File: src/design/arp_pkg.sv
package arp_pkg;

	localparam int unsigned WINDOW_LEN = 7;

	localparam logic [7:0] CHAR_CR   = 8'h0D;
	localparam logic [7:0] CHAR_LF   = 8'h0A;
	localparam logic [7:0] CHAR_ZERO = 8'h30;

	localparam logic [6:0] LOSS_LIMIT_RESET = 7'd5;

	localparam logic [2:0] COUNT_SHORT = 3'd6;
	localparam logic [2:0] COUNT_LONG  = 3'd7;

	localparam logic [15:0] WEIGHT_THOUSANDS = 16'd1000;
	localparam logic [15:0] WEIGHT_HUNDREDS  = 16'd100;
	localparam logic [15:0] WEIGHT_TENS      = 16'd10;

	typedef logic [7:0]  byte_t;
	typedef logic [15:0] digit_t;

	// what the decode stage needs from one accepted item
	typedef struct packed {
		logic   frame_done;
		logic   long_frame;
		logic   working;
		digit_t d0;
		digit_t d1;
		digit_t d3;
		digit_t d4;
	} stage1_t;

endpackage

File: src/design/arp_window_cell.sv
module arp_window_cell (
	input  logic           clk,
	input  logic           arst_n,
	input  logic           shift_en,
	input  arp_pkg::byte_t byte_in,
	output arp_pkg::byte_t byte_out,
	output arp_pkg::digit_t digit_out
);
	import arp_pkg::*;

	byte_t byte_q;

	always_ff @(posedge clk or negedge arst_n) begin
		if (!arst_n) begin
			byte_q <= '0;
		end else if (shift_en) begin
			byte_q <= byte_in;
		end
	end

	assign byte_out = byte_q;
	// ascii digit value, unchecked, wraps to 16 bits
	assign digit_out = {8'h00, byte_q} - {8'h00, CHAR_ZERO};

endmodule

File: src/design/arp_health.sv
module arp_health (
	input  logic       clk,
	input  logic       arst_n,
	input  logic       loss_limit_we,
	input  logic [6:0] loss_limit_wdata,
	input  logic       tick,
	input  logic       frame,
	output logic       working_next
);
	import arp_pkg::*;

	logic [6:0] limit_q;
	logic [6:0] missed_q;
	logic       frame_seen_q;
	logic       working_q;
	logic       at_limit;

	assign at_limit = (missed_q >= limit_q);

	always_comb begin
		working_next = working_q;
		if (tick) begin
			if (frame_seen_q) begin
				working_next = 1'b1;
			end else if (at_limit) begin
				working_next = 1'b0;
			end
		end
	end

	always_ff @(posedge clk or negedge arst_n) begin
		if (!arst_n) begin
			limit_q      <= LOSS_LIMIT_RESET;
			missed_q     <= '0;
			frame_seen_q <= 1'b0;
			working_q    <= 1'b0;
		end else begin
			if (loss_limit_we) begin
				limit_q <= loss_limit_wdata;
			end
			working_q <= working_next;
			if (tick) begin
				if (frame_seen_q) begin
					frame_seen_q <= 1'b0;
					missed_q     <= '0;
				end else if (!at_limit) begin
					missed_q <= missed_q + 7'd1;
				end
			end else if (frame) begin
				frame_seen_q <= 1'b1;
			end
		end
	end

endmodule

File: src/design/arp_decode.sv
module arp_decode (
	input  logic             clk,
	input  logic             arst_n,
	input  logic             load,
	input  arp_pkg::stage1_t s1,
	output logic [15:0]      distance_cm,
	output logic             new_distance,
	output logic             sensor_working
);
	import arp_pkg::*;

	digit_t short_sum;
	digit_t full_sum;
	digit_t dist_s2;
	logic   new_s2;
	logic   working_s2;

	assign short_sum = s1.d1 * WEIGHT_HUNDREDS + s1.d3 * WEIGHT_TENS + s1.d4;
	assign full_sum  = s1.long_frame ? short_sum + s1.d0 * WEIGHT_THOUSANDS : short_sum;

	// dist_s2 only moves on a frame, so it is also the last decoded distance
	always_ff @(posedge clk or negedge arst_n) begin
		if (!arst_n) begin
			dist_s2    <= '0;
			new_s2     <= 1'b0;
			working_s2 <= 1'b0;
		end else if (load) begin
			if (s1.frame_done) begin
				dist_s2 <= full_sum;
			end
			new_s2     <= s1.frame_done;
			working_s2 <= s1.working;
		end
	end

	assign distance_cm    = dist_s2;
	assign new_distance   = new_s2;
	assign sensor_working = working_s2;

endmodule

File: src/design/ascii_range_packet_parser_core.sv
// ascii rangefinder frame parser: takes serial bytes (tuser low) and health check
// ticks (tuser high) and returns one item per input item with the last decoded
// distance in cm, a flag for a frame completed by this byte, and the sensor
// working flag. frames are "D.DD\r\n" or "DD.DD\r\n", digits unchecked, distance
// wraps to 16 bits. a new item is taken every cycle unless both stages are full
// and m_axis_tready is low; each result passes the stage-1 capture register and
// then the decode/output register. loss_limit is written through a plain write
// enable and should only change while no item is in flight.
module ascii_range_packet_parser_core (
	input  logic        clk,
	input  logic        arst_n,
	// config
	input  logic        loss_limit_we,
	input  logic [6:0]  loss_limit_wdata,
	// input items
	input  logic        s_axis_tvalid,
	output logic        s_axis_tready,
	input  logic [7:0]  s_axis_tdata,   // [7:0] byte_value
	input  logic        s_axis_tuser,   // [0] action: 0 byte, 1 check tick
	// result items
	output logic        m_axis_tvalid,
	input  logic        m_axis_tready,
	output logic [23:0] m_axis_tdata    // [15:0] distance_cm, [16] new_distance,
	                                    // [17] sensor_working, [23:18] zero
);
	import arp_pkg::*;

	logic    accept;
	logic    byte_take;
	logic    tick_take;
	logic    s1_valid_q;
	logic    s2_valid_q;
	logic    s2_load;
	stage1_t s1_s1;
	stage1_t s1_next;

	logic [2:0] count_q;
	logic [2:0] count_inc;
	logic       crlf;
	logic       frame_done;
	logic       working_next;

	byte_t  win_byte  [WINDOW_LEN];
	byte_t  win_in    [WINDOW_LEN];
	digit_t win_digit [WINDOW_LEN];
	byte_t  next_byte [WINDOW_LEN];

	logic [15:0] distance_cm;
	logic        new_distance;
	logic        sensor_working;

	// two-deep flow: stage 1 holds the captured item, stage 2 the output
	assign s2_load       = s1_valid_q && (!s2_valid_q || m_axis_tready);
	assign s_axis_tready = !s1_valid_q || s2_load;
	assign accept        = s_axis_tvalid && s_axis_tready;
	assign byte_take     = accept && !s_axis_tuser;
	assign tick_take     = accept && s_axis_tuser;

	// row of window cells, newest byte enters at the top end
	genvar gi;
	generate
		for (gi = 0; gi < WINDOW_LEN; gi++) begin : g_win
			if (gi == WINDOW_LEN - 1) begin : g_head
				assign win_in[gi] = s_axis_tdata;
			end else begin : g_link
				assign win_in[gi] = win_byte[gi + 1];
			end
			arp_window_cell u_cell (
				.clk       (clk),
				.arst_n    (arst_n),
				.shift_en  (byte_take),
				.byte_in   (win_in[gi]),
				.byte_out  (win_byte[gi]),
				.digit_out (win_digit[gi])
			);
			// window contents as they are after the incoming byte shifts in
			assign next_byte[gi] = win_in[gi];
		end
	endgenerate

	// frame end check on the window as it will be after this byte
	assign count_inc  = count_q + 3'd1;
	assign crlf       = (next_byte[6] == CHAR_LF) && (next_byte[5] == CHAR_CR);
	assign frame_done = crlf && ((count_inc == COUNT_SHORT) || (count_inc == COUNT_LONG));

	always_ff @(posedge clk or negedge arst_n) begin
		if (!arst_n) begin
			count_q <= '0;
		end else if (byte_take) begin
			if (crlf || (count_inc == COUNT_LONG)) begin
				count_q <= '0;
			end else begin
				count_q <= count_inc;
			end
		end
	end

	arp_health u_health (
		.clk              (clk),
		.arst_n           (arst_n),
		.loss_limit_we    (loss_limit_we),
		.loss_limit_wdata (loss_limit_wdata),
		.tick             (tick_take),
		.frame            (byte_take && frame_done),
		.working_next     (working_next)
	);

	// digits of the shifted window, i.e. the neighbor's current digit
	always_comb begin
		s1_next.frame_done = byte_take && frame_done;
		s1_next.long_frame = (count_inc == COUNT_LONG);
		s1_next.working    = working_next;
		s1_next.d0         = win_digit[1];
		s1_next.d1         = win_digit[2];
		s1_next.d3         = win_digit[4];
		s1_next.d4         = win_digit[5];
	end

	always_ff @(posedge clk or negedge arst_n) begin
		if (!arst_n) begin
			s1_valid_q <= 1'b0;
			s2_valid_q <= 1'b0;
		end else begin
			if (s_axis_tready) begin
				s1_valid_q <= s_axis_tvalid;
			end
			if (s2_load) begin
				s2_valid_q <= 1'b1;
			end else if (m_axis_tready) begin
				s2_valid_q <= 1'b0;
			end
		end
	end

	always_ff @(posedge clk) begin
		if (accept) begin
			s1_s1 <= s1_next;
		end
	end

	arp_decode u_decode (
		.clk            (clk),
		.arst_n         (arst_n),
		.load           (s2_load),
		.s1             (s1_s1),
		.distance_cm    (distance_cm),
		.new_distance   (new_distance),
		.sensor_working (sensor_working)
	);

	assign m_axis_tvalid = s2_valid_q;
	assign m_axis_tdata  = {6'd0, sensor_working, new_distance, distance_cm};

endmodule
File: config.mk
export PLATFORM = sky130hd
export DESIGN_NAME = ascii_range_packet_parser_core
export DESIGN_NICKNAME = d
export VERILOG_FILES = /design/src/design/arp_pkg.sv /design/src/design/arp_window_cell.sv /design/src/design/arp_health.sv /design/src/design/arp_decode.sv /design/src/design/ascii_range_packet_parser_core.sv
export SDC_FILE = /design/constraint.sdc
export NUM_CORES = 1
export LEC_CHECK = 0
export BUFFER_PORTS_ARGS = -buffer_cell sky130_fd_sc_hd__buf_4
export CORE_MARGIN = 1
export CORE_UTILIZATION = 50
export DETAILED_ROUTE_END_ITERATION = 10
export PLACE_DENSITY = 0.73
export RECOVER_POWER = 50
export SLEW_MARGIN = 20
export SYNTH_ARGS = -nofsm -noshare
export SYNTH_HDL_FRONTEND = slang
export SYNTH_SLANG_ARGS = --single-unit
File: constraint.sdc
create_clock -name clk -period 6.8 [get_ports clk]
set_input_delay 2.04 -clock clk [delete_from_list [all_inputs] [get_ports clk]]
set_output_delay 2.04 -clock clk [all_outputs]
set_load 0.02 [all_outputs]
==> results.json <==
{
  "post_synth_edffs": 39,
  "core.rowCount": 48,
  "top_cell_type_by_total_area_after_synthesis": "dfrtp_1",
  "detail_route.drc_violations": 0,
  "synthMostInstantiatedCell": "inv_1",
  "gp_congestion": 0.822,
  "start_util": 0.516,
  "share_of_final_layout_standard_cells_stronger_than_drive_strength_1": 0.151,
  "slowest_stage_delay_on_critical_path_ns": 0.48,
  "worstSetupEndpoint": "u_decode.distance_cm[15]",
  "post-dp-hpwl_mm": 12.5,
  "grt_setup_unrepaired": "false",
  "design_area_um2": 10000,
  "max_cap_viol_count": 2,
  "crit_family": "adder cells",
  "end_kind": "flop",
  "timing.rr.start": "s1_s1[34]",
  "report.final.hold_viol_count": 0,
  "final_core_util": 0.575,
  "final-max-slew-violation-count": 109,
  "core_area_um2": 17400,
  "max_slew.worst_pin.slew_ns": 2.23,
  "cp.arrival_ns": 6.08,
  "port-buffer-count": 40,
  "fin_crit_sh": 0.851,
  "vias_per_cell": 5.14,
  "synth_top_area_frac": 0.237,
  "detail_route.wirelength_mm": 16.1,
  "worstSetupStartpointType": "flop",
  "worst-r2r-cell-count": 24,
  "slew-limit-headroom": -0.488,
  "drtAntennaViolNets": 0,
  "grt_first_pass_wirelength_mm": 27.7,
  "result_of_the_run": "complete, but fails checks",
  "pre_cts_setup_slack_ns": 0.988,
  "sequential_area_share_after_synthesis": 0.373,
  "netlist_instances": 819,
  "die_w_um": 136,
  "setup_viol": 0,
  "antenna_found_initial": 0,
  "timing_worst_setup_path_type": "flop to flop",
  "grt_overflow_total": 0,
  "timing.hold.worst.class": "flop to flop",
  "grt_start_max_net_pins": 68,
  "synth_top_flop_cell": "dfrtp_1",
  "layout-area-overhead-vs-synth_pct": 11.4,
  "crit_path_frequent_cell": "ha_1",
  "max_freq_ghz": 0.173,
  "floorplan.die.height_um": 136,
  "synth.avg_cell_area_um2": 11.0,
  "fin_ws_ns": 1.01,
  "fin_tns_setup_ns": 0,
  "first_pass_drt_iterations": 4,
  "count_of_cell_instances_traversed_by_the_critical_path": 24,
  "finalNetCount": 1045,
  "cell_area_reported_after_detailed_placement_um2": 9500,
  "grt_util_all_layers": 0.193,
  "biggest_area_contributors_in_the_synthesized_netlist": "dfrtp_1, ha_1, edfxtp_1",
  "cts_made_buffers": 17,
  "clock_sink_count": 126,
  "ys_seq_elements": 126,
  "cts_tree": "done",
  "cp.required_ns": 7.09,
  "cts_repair_resize_count": 0,
  "timing.critical_path.fanout_max": 6,
  "clk_path_buf_depth": 2,
  "first_global_vias": 5909,
  "die-area_um2": 18500,
  "routed-via-count": 5682,
  "io_pins": 47,
  "clock-skew-final_ns": 0.0109,
  "synth_cell_area_um2": 8980,
  "netlist_top_cells_count": "inv_1, ha_1, dfrtp_1",
  "violations": "capacitance limit, slew limit",
  "async_reset_ff_frac": 0.690,
  "root_buffer": "clkbuf_16",
  "post_cts.repair.setup_buffers": 0,
  "reg2reg_to": "u_decode.distance_cm[15]",
  "crit_chain": "ha_1 -> ha_1 -> fa_1 -> ha_1 -> nor2b_1 -> o21ai_0 -> a21oi_1 -> nand2b_1 -> fa_1 -> inv_1 -> ha_1 -> and2_1 -> a311oi_1 -> nand2b_1 -> a21oi_1 -> xor2_1 -> ha_1 -> or2_2 -> a21oi_1 -> a31oi_1 -> xnor2_1 -> nand2_1 -> xor3_1 -> o21ai_1",
  "cp-startpoint": "s1_s1[34]",
  "cts_hold_buf": 0,
  "drt-initial-drc-count": 169,
  "num_antenna_cells": 0,
  "final_period_minus_worst_setup_slack_ns": 5.79,
  "fill_cells": 1471,
  "cts-htree-levels": 4,
  "route.detailed.wl_per_inst_um": 14.5,
  "synth_unique_cells": 50,
  "critPathBufInv": 1,
  "crit_slowest_cell": "fa_1",
  "clkLatencyLatePin_ns": 0.41,
  "synthesis.yosys.warnings": 0,
  "clkSlewWorstSetupHoldPaths_ns": 0.06,
  "r2r_slack_ns": 1.01
}
==> how the worst min path moves through the flow <==
stage / cells past startpoint / startpoint / end / slack (ns)
after detailed placement: 0 / g_win[1].u_cell.byte_out[0] / s1_s1[48] / 0.44
after global placement: 0 / g_win[1].u_cell.byte_out[0] / s1_s1[48] / 0.43
after floorplan: 0 / g_win[1].u_cell.byte_out[0] / s1_s1[48] / 0.42
after CTS: 0 / g_win[1].u_cell.byte_out[0] / s1_s1[48] / 0.45
after global routing: 0 / g_win[1].u_cell.byte_out[0] / s1_s1[48] / 0.47
final: 0 / g_win[1].u_cell.byte_out[0] / s1_s1[48] / 0.45
==> placed cells by master, fill, tap and decap left out, drive strengths merged, types with 39 or more instances in the layout <==
cell type    n
buf         39
dfrtp       85
edfxtp      39
fa          50
ha         107
inv        124
mux2        51
nand2       50
o21ai       48
xnor2       45
==> through the flow <==
step	cells	hold slack, ns
global route	1105	0.468
global placement	1073	0.429
floorplan	824	0.419
finish	1105	0.450
detailed placement	1073	0.442
CTS	1105	0.449
==> flip-flops by register name (all words and copies together) (netlist names) <==
register                 cells
s1_s1                       39
u_health.frame_seen_q        1
g_win.u_cell.byte_out       48
u_decode.sensor_working      1
count_q                      3
m_axis_tvalid                1
u_health.working_q           1
u_decode.new_distance        1
u_health.missed_q            7
u_health.limit_q             7
u_decode.distance_cm        16
s1_valid_q                   1
==> cells by family (layout without fill, tap and decap cells) <==
kind of cell | count (synthesis) | count (layout) | synth area share
buf+inv | 139 | 195 | 0.0623
compound gates | 124 | 124 | 0.0848
other cells | 1 | 6 | 0.000417
flops | 126 | 126 | 0.373
simple gates | 143 | 143 | 0.0760
mux | 61 | 61 | 0.0751
fa+ha+maj | 157 | 157 | 0.260
xor+xnor | 68 | 68 | 0.0680
==> layer usage <==
metal / vias to the layer above / track usage / wire length [um]
li1: 2837 / - / -
met1: 2739 / 0.247 / 7360
met2: 83 / 0.326 / 8000
met3: 23 / 0.0380 / 393
met4: 0 / 0.0667 / 316
met5: - / 0 / 0
==> worst reg2reg max path, cell delays in order, from the launching register on <==
cell	delay, ns
edfxtp_1	0.42
ha_1	0.32
ha_1	0.32
fa_1	0.48
ha_1	0.36
nor2b_1	0.14
o21ai_0	0.20
a21oi_1	0.11
nand2b_1	0.16
fa_1	0.48
inv_1	0.04
ha_1	0.36
and2_1	0.17
a311oi_1	0.36
nand2b_1	0.16
a21oi_1	0.08
xor2_1	0.16
ha_1	0.31
or2_2	0.30
a21oi_1	0.15
a31oi_1	0.07
xnor2_1	0.15
nand2_1	0.08
xor3_1	0.24
o21ai_1	0.05
==> final cells by class <==
class	instances	area, um^2	area share
multi-input combinational	559	5090	0.509
sequential	126	3350	0.335
clock buffer	23	458	0.0458
inverter	119	447	0.0446
timing repair buffer	44	317	0.0316
tap	225	282	0.0281
clock inverter	9	61.3	0.00613
Power is not shown: default switching activity piles up to over one toggle a cycle in this logic, so the estimate is an artifact.
